<file path="config.mk">
export PLATFORM = sky130hd
export DESIGN_NAME = bounded_sequence_list_engine
export DESIGN_NICKNAME = d
export VERILOG_FILES = /design/src/bsle_pkg.sv /design/src/bsle_ram.sv /design/src/bsle_core.sv /design/src/bounded_sequence_list_engine.sv
export SDC_FILE = /design/constraint.sdc
export NUM_CORES = 1
export LEC_CHECK = 0
export BUFFER_PORTS_ARGS = -buffer_cell sky130_fd_sc_hd__clkbuf_2
export CORE_MARGIN = 1
export CORE_UTILIZATION = 30
export DETAILED_ROUTE_END_ITERATION = 16
export PLACE_DENSITY_LB_ADDON = 0.15
export SYNTH_ARGS = -nofsm -noshare
export SYNTH_HDL_FRONTEND = slang
export SYNTH_HIERARCHICAL = 1
export SYNTH_SLANG_ARGS = --single-unit
</file>
<file path="constraint.sdc">
create_clock -name clk -period 7.47 [get_ports clk]
set_clock_uncertainty 0.15 [all_clocks]
set_input_delay 1.1205 -clock clk [delete_from_list [all_inputs] [get_ports clk]]
set_output_delay 1.1205 -clock clk [all_outputs]
set_load 0.005 [all_outputs]
</file>
<file path="src/bsle_pkg.sv">
// shared types and constants of the bounded sequence list engine
// no dependencies; imported by bsle_core and bounded_sequence_list_engine
`default_nettype none

package bsle_pkg;

	// default number of stored elements
	localparam int BSLE_DEPTH = 32;

	// field widths of one command and one result beat
	localparam int OPCODE_W   = 3;
	localparam int VALUE_W    = 32;
	localparam int POSITION_W = 6;
	localparam int COUNT_W    = 6;
	localparam int STATUS_W   = 2;

	// opcodes
	localparam logic [OPCODE_W-1:0] OP_INS_FRONT = 3'd0;
	localparam logic [OPCODE_W-1:0] OP_INS_BACK  = 3'd1;
	localparam logic [OPCODE_W-1:0] OP_DELETE    = 3'd2;
	localparam logic [OPCODE_W-1:0] OP_DUMP      = 3'd3;
	localparam logic [OPCODE_W-1:0] OP_CLEAR     = 3'd4;

	// result status codes
	localparam logic [STATUS_W-1:0] ST_OK      = 2'd0;
	localparam logic [STATUS_W-1:0] ST_FULL    = 2'd1;
	localparam logic [STATUS_W-1:0] ST_BAD_POS = 2'd2;
	localparam logic [STATUS_W-1:0] ST_EMPTY   = 2'd3;

	// one command beat
	typedef struct packed {
		logic [OPCODE_W-1:0]          opcode;
		logic signed [VALUE_W-1:0]    value;
		logic [POSITION_W-1:0]        position;
	} cmd_t;

	// one result beat
	typedef struct packed {
		logic signed [VALUE_W-1:0]    element;
		logic [COUNT_W-1:0]           count;
		logic [STATUS_W-1:0]          status;
		logic                         last;
	} res_t;

endpackage

`default_nettype wire

</file>
<file path="src/bsle_ram.sv">
// generic simple dual-port ram: one write port, one read port, registered read
// no dependencies
`default_nettype none

module bsle_ram #(
	parameter int WIDTH = 32,
	parameter int DEPTH = 32
) (
	input  wire logic                     clk,
	input  wire logic                     we,
	input  wire logic [$clog2(DEPTH)-1:0] waddr,
	input  wire logic [WIDTH-1:0]         wdata,
	input  wire logic [$clog2(DEPTH)-1:0] raddr,
	output logic      [WIDTH-1:0]         rdata
);

	logic [WIDTH-1:0] mem_q [DEPTH];

	// write port and registered read port
	always_ff @(posedge clk) begin
		if (we) begin
			mem_q[waddr] <= wdata;
		end
		rdata <= mem_q[raddr];
	end

endmodule

`default_nettype wire

</file>
<file path="src/bsle_core.sv">
// sequencer of the list engine: ring pointer, count and element ram access
// depends on bsle_pkg and bsle_ram
`default_nettype none

module bsle_core #(
	parameter int DEPTH = bsle_pkg::BSLE_DEPTH
) (
	input  wire logic          clk,
	input  wire logic          arst_n,
	input  wire logic          cmd_valid,
	output logic               cmd_ready,
	input  wire bsle_pkg::cmd_t cmd,
	output logic               res_valid,
	input  wire logic          res_ready,
	output bsle_pkg::res_t     res
);

	import bsle_pkg::*;

	localparam int AW = $clog2(DEPTH);
	localparam int CW = $clog2(DEPTH + 1);

	typedef enum logic [3:0] {
		S_IDLE  = 4'b0001,
		S_SHIFT = 4'b0010,
		S_DUMP  = 4'b0100,
		S_RESP  = 4'b1000
	} state_t;

	state_t              state_q;
	logic [AW-1:0]       front_q;
	logic [CW-1:0]       cnt_q;
	logic [CW-1:0]       k_q;
	logic [STATUS_W-1:0] status_q;

	logic                accept;
	logic                res_fire;
	logic                full;
	logic                pos_ok;
	logic [CW-1:0]       pos_idx;
	logic [AW-1:0]       front_dec;
	logic                dump_last;
	logic                shift_last;
	logic                ram_we;
	logic [AW-1:0]       ram_waddr;
	logic [VALUE_W-1:0]  ram_wdata;
	logic [AW-1:0]       ram_raddr;
	logic [VALUE_W-1:0]  ram_rdata;

	// ring slot of list index idx, idx never above DEPTH
	function automatic logic [AW-1:0] ring(input logic [AW-1:0] f, input logic [CW:0] idx);
		logic [CW+1:0] s;
		s = (CW+2)'(f) + (CW+2)'(idx);
		if (s >= (CW+2)'(DEPTH)) begin
			s = s - (CW+2)'(DEPTH);
		end
		return AW'(s);
	endfunction

	// handshake and decode
	assign cmd_ready  = (state_q == S_IDLE);
	assign accept     = cmd_valid && cmd_ready;
	assign res_valid  = (state_q == S_RESP) || (state_q == S_DUMP);
	assign res_fire   = res_valid && res_ready;
	assign full       = (cnt_q == CW'(DEPTH));
	assign pos_ok     = (cmd.position != '0) && ((CW+POSITION_W)'(cmd.position) <=
	                    (CW+POSITION_W)'(cnt_q));
	assign pos_idx    = CW'(cmd.position);
	assign front_dec  = (front_q == '0) ? AW'(DEPTH - 1) : front_q - 1'b1;
	assign dump_last  = ((CW+1)'(k_q) + (CW+1)'(1)) == (CW+1)'(cnt_q);
	assign shift_last = ((CW+1)'(k_q) + (CW+1)'(2)) == (CW+1)'(cnt_q);

	// ram address and write selection
	always_comb begin
		ram_we    = 1'b0;
		ram_waddr = front_dec;
		ram_wdata = cmd.value;
		ram_raddr = ring(front_q, '0);
		case (state_q)
			S_IDLE: begin
				if (cmd.opcode == OP_DELETE) begin
					ram_raddr = ring(front_q, (CW+1)'(pos_idx));
				end
				if (accept && !full && cmd.opcode == OP_INS_FRONT) begin
					ram_we    = 1'b1;
					ram_waddr = front_dec;
				end
				if (accept && !full && cmd.opcode == OP_INS_BACK) begin
					ram_we    = 1'b1;
					ram_waddr = ring(front_q, (CW+1)'(cnt_q));
				end
			end
			S_SHIFT: begin
				ram_we    = 1'b1;
				ram_waddr = ring(front_q, (CW+1)'(k_q));
				ram_wdata = ram_rdata;
				ram_raddr = ring(front_q, (CW+1)'(k_q) + (CW+1)'(2));
			end
			S_DUMP: begin
				ram_raddr = ring(front_q, res_fire ? (CW+1)'(k_q) + (CW+1)'(1) : (CW+1)'(k_q));
			end
			default: begin
				ram_raddr = ring(front_q, '0);
			end
		endcase
	end

	bsle_ram #(
		.WIDTH (VALUE_W),
		.DEPTH (DEPTH)
	) u_store (
		.clk   (clk),
		.we    (ram_we),
		.waddr (ram_waddr),
		.wdata (ram_wdata),
		.raddr (ram_raddr),
		.rdata (ram_rdata)
	);

	// sequencer and list state
	always_ff @(posedge clk or negedge arst_n) begin
		if (!arst_n) begin
			state_q  <= S_IDLE;
			front_q  <= '0;
			cnt_q    <= '0;
			k_q      <= '0;
			status_q <= ST_OK;
		end else begin
			case (state_q)
				S_IDLE: begin
					if (accept) begin
						case (cmd.opcode)
							OP_INS_FRONT: begin
								state_q <= S_RESP;
								if (full) begin
									status_q <= ST_FULL;
								end else begin
									status_q <= ST_OK;
									front_q  <= front_dec;
									cnt_q    <= cnt_q + 1'b1;
								end
							end
							OP_INS_BACK: begin
								state_q <= S_RESP;
								if (full) begin
									status_q <= ST_FULL;
								end else begin
									status_q <= ST_OK;
									cnt_q    <= cnt_q + 1'b1;
								end
							end
							OP_DELETE: begin
								if (!pos_ok) begin
									status_q <= ST_BAD_POS;
									state_q  <= S_RESP;
								end else if (pos_idx == cnt_q) begin
									status_q <= ST_OK;
									cnt_q    <= cnt_q - 1'b1;
									state_q  <= S_RESP;
								end else begin
									k_q     <= pos_idx - 1'b1;
									state_q <= S_SHIFT;
								end
							end
							OP_DUMP: begin
								if (cnt_q == '0) begin
									status_q <= ST_EMPTY;
									state_q  <= S_RESP;
								end else begin
									k_q     <= '0;
									state_q <= S_DUMP;
								end
							end
							OP_CLEAR: begin
								cnt_q    <= '0;
								front_q  <= '0;
								status_q <= ST_OK;
								state_q  <= S_RESP;
							end
							default: begin
								state_q <= S_IDLE;
							end
						endcase
					end
				end
				S_SHIFT: begin
					// one entry moves down per cycle
					if (shift_last) begin
						cnt_q    <= cnt_q - 1'b1;
						status_q <= ST_OK;
						state_q  <= S_RESP;
					end else begin
						k_q <= k_q + 1'b1;
					end
				end
				S_DUMP: begin
					if (res_fire) begin
						if (dump_last) begin
							state_q <= S_IDLE;
						end else begin
							k_q <= k_q + 1'b1;
						end
					end
				end
				S_RESP: begin
					if (res_fire) begin
						state_q <= S_IDLE;
					end
				end
				default: begin
					state_q <= S_IDLE;
				end
			endcase
		end
	end

	// result beat
	always_comb begin
		res.element = (state_q == S_DUMP) ? $signed(ram_rdata) : '0;
		res.count   = COUNT_W'(cnt_q);
		res.status  = (state_q == S_DUMP) ? ST_OK : status_q;
		res.last    = (state_q == S_DUMP) ? dump_last : 1'b1;
	end

`ifndef SYNTHESIS
	a_cnt_bound: assert property (@(posedge clk) disable iff (!arst_n)
		cnt_q <= CW'(DEPTH))
		else $error("element count above depth");

	a_front_bound: assert property (@(posedge clk) disable iff (!arst_n)
		(CW+1)'(front_q) < (CW+1)'(DEPTH))
		else $error("front index outside the ring");

	a_shift_range: assert property (@(posedge clk) disable iff (!arst_n)
		(state_q == S_SHIFT) |-> ((CW+1)'(k_q) + (CW+1)'(2)) <= (CW+1)'(cnt_q))
		else $error("shift moves an entry outside the live range");

	a_dump_nonempty: assert property (@(posedge clk) disable iff (!arst_n)
		(state_q == S_DUMP) |-> (cnt_q != '0) && !ram_we)
		else $error("dump on empty list or with a ram write");

	a_dump_holds: assert property (@(posedge clk) disable iff (!arst_n)
		(state_q == S_DUMP) && !res_ready |=> (state_q == S_DUMP) && $stable(k_q))
		else $error("dump index moved while stalled");
`endif

endmodule

`default_nettype wire

</file>
<file path="src/bounded_sequence_list_engine.sv">
// top level of the bounded sequence list engine: stream ports and output register
// depends on bsle_pkg and bsle_core
`default_nettype none

// Usage
// Command beats enter on the s_ channel: s_tuser carries the opcode, s_tdata the
// value to insert and the 1-based delete position. Result beats leave on the m_
// channel: m_tdata carries the element and the new count, m_tuser the status and
// m_tlast marks the final beat of a command.
// Insert, clear and a refused command give one beat, registered in the response
// state and then in the output register. Delete at position p of n entries walks
// the element ram one entry per cycle, moving the n - p entries behind it, before
// its beat. Dump gives one beat per cycle while m_tready is high, the first from
// the dump state through the output register. Unknown opcodes give no beat.
// The sequencer takes one command at a time, busy through a delete or dump walk.
// A finished beat waits in the output register, so the next command is taken
// while it is pending. Stalling m_tready holds the beat and pauses a dump.
// Reset empties the list at once (count and front index cleared); the element ram
// is not cleared and needs no sweep.

module bounded_sequence_list_engine #(
	parameter int DEPTH = bsle_pkg::BSLE_DEPTH
) (
	input  wire logic        clk,
	input  wire logic        arst_n,
	input  wire logic        s_tvalid,
	output logic             s_tready,
	input  wire logic [39:0] s_tdata,   // value [31:0], position [37:32], zero pad
	input  wire logic [2:0]  s_tuser,   // opcode [2:0]
	output logic             m_tvalid,
	input  wire logic        m_tready,
	output logic [39:0]      m_tdata,   // element [31:0], count [37:32], zero pad
	output logic [1:0]       m_tuser,   // status [1:0]
	output logic             m_tlast
);

	import bsle_pkg::*;

	cmd_t cmd;
	res_t core_res;
	logic core_res_valid;
	logic core_res_ready;
	logic out_vld_q;
	res_t out_q;

	// unpack the command beat
	assign cmd.opcode   = s_tuser;
	assign cmd.value    = $signed(s_tdata[31:0]);
	assign cmd.position = s_tdata[37:32];

	bsle_core #(
		.DEPTH (DEPTH)
	) u_core (
		.clk       (clk),
		.arst_n    (arst_n),
		.cmd_valid (s_tvalid),
		.cmd_ready (s_tready),
		.cmd       (cmd),
		.res_valid (core_res_valid),
		.res_ready (core_res_ready),
		.res       (core_res)
	);

	// output register
	assign core_res_ready = !out_vld_q || m_tready;

	always_ff @(posedge clk or negedge arst_n) begin
		if (!arst_n) begin
			out_vld_q <= 1'b0;
		end else if (core_res_ready) begin
			out_vld_q <= core_res_valid;
		end
	end

	always_ff @(posedge clk) begin
		if (core_res_ready && core_res_valid) begin
			out_q <= core_res;
		end
	end

	// pack the result beat
	assign m_tvalid = out_vld_q;
	assign m_tdata  = {2'b00, out_q.count, out_q.element};
	assign m_tuser  = out_q.status;
	assign m_tlast  = out_q.last;

endmodule

`default_nettype wire

</file>
After elaboration in Yosys (flattened, before gate mapping)
Memory sizes are Yosys's and may differ from the RTL's. A register that Yosys moved wholly into a read port is not among the register bits.
Cells that the tools add are included.
{"block": "totals", "mem_count": 1, "elab_cells": 144, "mem_bits_rw": 1024, "reg_bits": 65}
{"block": "classes", "add_sub_neg": 18, "n_reduce_logical": 24, "eq_ne": 30, "n_lt_le_gt_ge": 7, "n_mux": 54}
{"memory": "u_core.u_store.mem_q", "words": 32, "word_bits": 32, "rd": 1, "rd_clocked_by_memory_dff": 1, "write_ports": 1, "line": "bsle_ram.sv:17", "text": "logic [WIDTH-1:0] mem_q [DEPTH];"}
{"operator": "$mux W6", "n": 12}
{"operator": "$mux W5", "n": 10}
{"operator": "$pmux W6 S3", "n": 2}
{"operator": "$sub A5 B1 Y5 const B", "n": 7}
{"operator": "$mux W32", "n": 1}
{"operator": "$mux W4", "n": 8}
{"operator": "$pmux W6 S2", "n": 2}
{"operator": "$add A5 B6 Y7", "n": 3}
{"operator": "$ge A7 B6 Y1 const B", "n": 3}
{"operator": "$ne A3 B3 Y1 const B", "n": 7}
{"operator": "$pmux W5 S2", "n": 2}
{"operator": "$add A5 B7 Y8", "n": 2}
{"operator": "$ge A8 B6 Y1 const B", "n": 2}
{"operator": "$pmux W4 S4", "n": 1}
{"operator": "$pmux W5 S3", "n": 1}
{"operator": "$eq A7 B6 Y1", "n": 2}
{"operator": "$add A6 B1 Y6 const B", "n": 2}
{"operator": "$pmux W4 S3", "n": 1}
{"operator": "$sub A6 B1 Y6 const B", "n": 2}
{"operator": "$mux W2", "n": 5}
{"operator": "$reduce_and A9 Y1", "n": 1}
{"operator": "$ne A2 B1 Y1 const B", "n": 4}
{"operator": "$ne A2 B2 Y1 const B", "n": 4}
{"operator": "$ne A4 B4 Y1 const B", "n": 2}
{"operator": "34 further kinds", "n": 47}

Depth between registers and ports, before layout
{"block": "logic_depth", "ltp_word": 9, "mapped_depth": 21}

Cells and area by module
The synthesis kept the hierarchy.
{"module": "bsle_ram", "seq_area_each_um2": 31390.1, "cells_per_inst": 2260, "instances": 1, "area_each_um2": 40492.6}
{"module": "bsle_core", "seq_area_each_um2": 576.8, "cells_per_inst": 536, "instances": 1, "area_each_um2": 3818.7}
{"module": "bounded_sequence_list_engine", "seq_area_each_um2": 1256.2, "cells_per_inst": 48, "instances": 1, "area_each_um2": 1303.8}

Worst setup path before layout
No wires, ideal clock.
{"block": "synth_timing", "kind": "input-to-reg", "startpoint": "in s_tuser[2]", "endpoint": "mem u_core.u_store.mem_q[17][0], enable pin", "setup_time_ns": 0.421, "setup_slack_ns": 2.584, "required_time_ns": 6.899, "t_arrival_ns": 4.315, "path_stages": 7, "path_cell_list": "clkbuf_1 a21oi_1 nand3_4 mux2_1 o221ai_1 or3b_2 nor2_1"}
{"block": "synth_between", "word_cells_on_any_way": 11, "cone_classes": "1 x eq/ne; 7 x mux; 3 x reduce/logical"}
{"element": "from (decl)", "line": "bounded_sequence_list_engine.sv:29", "text": "input wire logic [2:0] s_tuser,"}
{"element": "$eq A3 B1 Y1", "line": "bsle_core.sv:88", "text": "if (accept && !full && cmd.opcode == OP_INS_BACK) begin"}
{"element": "$logic_and A1 B1 Y1", "line": "bsle_core.sv:88"}
{"element": "$mux W5", "line": "bsle_core.sv:88"}
{"element": "$pmux W5 S2", "line": "bsle_core.sv:79", "text": "case (state_q)"}
{"element": "net u_core.ram_waddr[4]", "line": "bsle_core.sv:45", "text": "logic [AW-1:0] ram_waddr;"}
{"element": "to (decl)", "line": "bsle_ram.sv:17"}
The timed path passes the listed nets, and every way through them passes these cells.

Final worst setup path
{"block": "layout_timing", "startpoint": "reg u_core.cnt_q[1]", "endpoint": "mem u_core.u_store.mem_q[8][20], enable pin"}
{"block": "layout_between", "word_cells_on_any_way": 16, "cone_classes": "2 x add/sub; 1 x order compare; 1 x eq/ne; 8 x mux; 4 x reduce/logical"}
{"element": "from (decl)", "line": "bsle_core.sv:32", "text": "logic [CW-1:0] cnt_q;"}
{"element": "from (signal assigned)", "line": "bsle_core.sv:140", "text": "cnt_q <= cnt_q + 1'b1;"}
{"element": "from (signal assigned)", "line": "bsle_core.sv:149", "text": "cnt_q <= cnt_q + 1'b1;"}
{"element": "from (signal assigned)", "line": "bsle_core.sv:158", "text": "cnt_q <= cnt_q - 1'b1;"}
{"element": "branches (longest 4 deep; another with $add A5 B6 Y7)"}
{"element": "$mux W5 *", "line": "bsle_core.sv:88"}
{"element": "$pmux W5 S2 *", "line": "bsle_core.sv:79"}
{"element": "net u_core.ram_waddr[3]", "line": "bsle_core.sv:45"}
Mark *: on every way through the listed nets, which the timed path passes.

==> results.txt <==
----------------------------------------------------
[Drt]
  First-pass DRT Iterations ... 7
  # DRC ... 0
  Wire length after detailed routing ... 130000 um
  Number of vias per cell after detailed routing ... 4.98
  Final ANT Viol Nets ... 0
  Per-cell routed wire length ... 25.6 um
  Routed via count ... 25400
  Initial drt markers ... 1835

[Power and ir drop]
  Switching fraction of total power ... 33.8%
  Internal Power ... 13.4 mW
  Part of the total power dissipated in sequential elements ... 37.4%
  Leakage power ... 17.8 nW
  Ratio of total power to cell area ... 383 nW/um^2
  Final Power ... 20.2 mW
  Max VDD drop ... 0.388 mV
  Net switching power of the design ... 6.85 mW
  Combinational Power Share ... 31.9%
  Clock network fraction of total power ... 30.7%

[Timing]
  Max Transition Viols Final ... 0
  Setup tns final ... 0 ns
  Slew margin rel. ... 12.6%
  Max Clock Freq ... 183 MHz
  Final Cycle Share ... 73.2%
  Hold slack ... 0.282 ns
  Final Hold Viols ... 0
  Tmin final ... 5.47 ns
  Transition time at the pin with the least slew margin ... 1.31 ns
  Final-report setup violation count ... 0
  Min setup slack post-route ... 2.00 ns
  RSZ-0062 raised after global routing ... no

[CTS]
  Maximum count of clock buffers along a single path ... 3
  Setup bufs post-CTS ... 0
  CTS Buf Count ... 118
  Number of gates resized after CTS ... 0
  Clock tree from TritonCTS ... done
  Clock tree root buffer cell ... sky130_fd_sc_hd__clkbuf_16
  CTS sink cnt ... 1121
  Clock insertion delay at the later pin of the skew report ... 0.73 ns
  Number of buffers inserted for hold repair after clock tree synthesis ... 0
  Clock slew seen by the registers of the worst setup and hold paths ... 0.06 ns
  Count of H-tree levels built during CTS ... 3

[Worst setup path]
  Logic depth of the worst setup path including buffers ... 10
  Critical path launch point type ... flip-flop
  Cell-by-cell trace of the critical path ... inv_1, ha_1, nor4b_2, a21oi_1, nand3_4, mux2_1, o221ai_1, or3b_2, nor2_4, buf_4
  Depth of the most critical reg-to-reg path ... 10
  Req. time, crit path ... 7.71 ns
  Worst Path Buf+Inv ... 2
  Worst setup path startpoint ... u_core/cnt_q[1]
  Kind of end point of the critical path ... flip-flop
  Kind of cell adding the most delay to the critical path ... simple AND/OR/NAND/NOR gates
  CP max-delay cell ... sky130_fd_sc_hd__nor2_4
  R2r endpoint ... u_core/u_store/mem_q[8][20]
  WS Path Type ... reg2reg
  Setup slack of the worst register-to-register path ... 2.00 ns
  Slowest stage delay, CP ... 1.01 ns
  CP endpoint ... u_core/u_store/mem_q[8][20]
  Beginning of the worst register-to-register path ... u_core/cnt_q[1]
  Arrival time at the worst endpoint ... 5.71 ns
  Maximum fanout encountered on the critical timing path ... 19

[Synth]
  Share of the yosys chip area belonging to registers ... 72.8%
  Number of synthesis warnings ... 6
  Async SR Flop Fraction ... 2.14%
  Number of storage elements in the synthesis netlist ... 1121
  Synthesized area ... 45600 um^2
  Number of instances in the synthesized netlist ... 2844
  Ys flop type ... sky130_fd_sc_hd__edfxtp_1
  Post-synth cell types ... 79
  Avg Inst Size Synth ... 16.0 um^2
  Count of flip-flops with a built-in enable after synthesis ... 1065

[Placed design]
  Worst Setup Slack post-DPL ... 1.84 ns
  Final Wtd Congestion ... 0.782
  Cells after DPL ... 4862
  DPL Wire Length ... 72700 um
  Area after detailed placement ... 48700 um^2
  Input/output buffers ... 87

[Run]
  Max-cap violations ... 0

[Global route]
  Number of global-route vias before repair ... 25500
  Most used routing layer in global routing ... met2
  Maximum number of pins on one net before global-route repair ... 76
  All-layer global routing usage ... 16.9%
  Initial antenna violation count ... 3
  Met1 usage in global routing ... 23.0%
  Total congestion overflow after global routing ... 0
  GR Layer Usage met2 ... 28.0%
  Met3 track demand over resource ... 2.28%
  Wire length of the first global-routing pass ... 185000 um

[Floorplan]
  Ports ... 92
  Rows ... 142
  Effective utilization at floorplan ... 30.3%
  X dimension of the die ... 392 um
  Placeable core region ... 150000 um^2
  Die Footprint ... 154000 um^2
  Vertical die dimension ... 392 um

[Final layout]
  Commonest non-fill, non-tap cell in the layout ... sky130_fd_sc_hd__edfxtp_1
  Fraction of final layout cells with drive strength greater than 1 ... 14.0%
  Non-filler cells, final ... 5091
  Leading cell types in the layout, fill and taps excluded ... sky130_fd_sc_hd__edfxtp_1, sky130_fd_sc_hd__mux2i_1, sky130_fd_sc_hd__nand2_1
  Fin area ... 52900 um^2
  Nets@finish ... 3046
  Utilization after layout ... 35.2%
  Area Growth Syn to Fin ... 15.9%
  Number of fillers in the final layout ... 14300

[Run status]
  Status ... complete, no violations

[Worst hold path]
  Hold Path Class ... in2async

----------------------------------------------------
flip-flops by register name, summed over array words and instances, names as in the netlist:
name,count
u_core/front_q,5
m_tvalid,1
u_core/state_q,4
u_core/u_store/mem_q,1024
u_core/status_q,2
m_tdata,38
m_tuser,2
u_core/cnt_q,6
m_tlast,1
u_core/u_store/rdata,32
u_core/k_q,6
power groups by stage:
stage	combinational, mW	sequential, mW	clock (mW)
final	6.46	7.57	6.21
after global routing	6.98	7.61	6.59
after CTS	6.55	7.58	6.37
after detailed placement	6.53	7.71	0
after global placement	6.48	7.71	0
after floorplan	4.60	7.52	0
cell usage after synthesis (5+ instances only):
library cell / number / area (um^2)
sky130_fd_sc_hd__edfxtp_1: 1065 / 32000
sky130_fd_sc_hd__mux2i_1: 515 / 5150
sky130_fd_sc_hd__nand2_1: 233 / 875
sky130_fd_sc_hd__a21oi_1: 122 / 611
sky130_fd_sc_hd__nand3_1: 107 / 536
sky130_fd_sc_hd__a22oi_1: 100 / 751
sky130_fd_sc_hd__nor2_1: 66 / 248
sky130_fd_sc_hd__a22o_1: 64 / 561
sky130_fd_sc_hd__clkbuf_1: 55 / 206
sky130_fd_sc_hd__nor3_1: 42 / 210
sky130_fd_sc_hd__buf_2: 41 / 205
sky130_fd_sc_hd__a31oi_1: 39 / 244
sky130_fd_sc_hd__buf_4: 38 / 285
sky130_fd_sc_hd__and2_1: 36 / 225
sky130_fd_sc_hd__dfxtp_1: 32 / 641
sky130_fd_sc_hd__ha_1: 29 / 363
sky130_fd_sc_hd__xnor2_1: 25 / 219
sky130_fd_sc_hd__dfrtp_1: 23 / 576
sky130_fd_sc_hd__inv_1: 19 / 71.3
sky130_fd_sc_hd__buf_6: 18 / 203
sky130_fd_sc_hd__o21ai_0: 14 / 70.1
sky130_fd_sc_hd__xor2_1: 12 / 105
sky130_fd_sc_hd__a21o_1: 11 / 82.6
sky130_fd_sc_hd__o31ai_1: 10 / 75.1
sky130_fd_sc_hd__buf_1: 8 / 30.0
sky130_fd_sc_hd__nand2b_1: 8 / 50.1
sky130_fd_sc_hd__nand3b_1: 8 / 60.1
sky130_fd_sc_hd__mux2_1: 6 / 67.6
sky130_fd_sc_hd__o21ai_1: 5 / 25.0
sky130_fd_sc_hd__o22ai_1: 5 / 31.3
worst min path at each step:
stage / start / end / slack, ns
global route: arst_n / u_core/state_q[3] / 0.30
floorplan: u_core/cnt_q[4] / m_tdata[36] / 0.27
finish: arst_n / u_core/state_q[1] / 0.28
CTS: arst_n / u_core/state_q[3] / 0.24
global placement: u_core/status_q[0] / u_core/status_q[0] / 0.32
detailed placement: u_core/status_q[0] / u_core/status_q[0] / 0.33
cells by family after synthesis:
| logic type | count (synthesis) | share of synthesized area [%] |
|---|---|---|
| and+or+nand+nor | 544 | 5.67 |
| muxes | 521 | 11.4 |
| other | 1 | 0.00822 |
| xor gates and xnor gates | 38 | 0.760 |
| DFF | 1121 | 72.8 |
| AOI/OAI and AO/OA | 404 | 6.07 |
| buffers and inverters | 182 | 2.24 |
| adders and majority gates | 33 | 0.971 |
routing by layer:
| metal | vias to the layer above | wire length [um] |
|---|---|---|
| li1 | 11300 | - |
| met1 | 13200 | 59200 |
| met2 | 623 | 62800 |
| met3 | 169 | 5480 |
| met4 | 0 | 2840 |
| met5 | - | 0 |
area by class of cell:
cell class	instances	area, um^2	share of cell area (%)
flip-flops and latches	1121	33200	62.9
multi-input cells	1542	11700	22.1
clock buffers	140	3140	5.93
well taps	2016	2520	4.77
repair buffers	163	1170	2.21
clock inverters	86	1040	1.97
inverters	20	76.3	0.144
diodes	3	7.51	0.0142
Note: power is estimated with default switching activity, not from simulation.
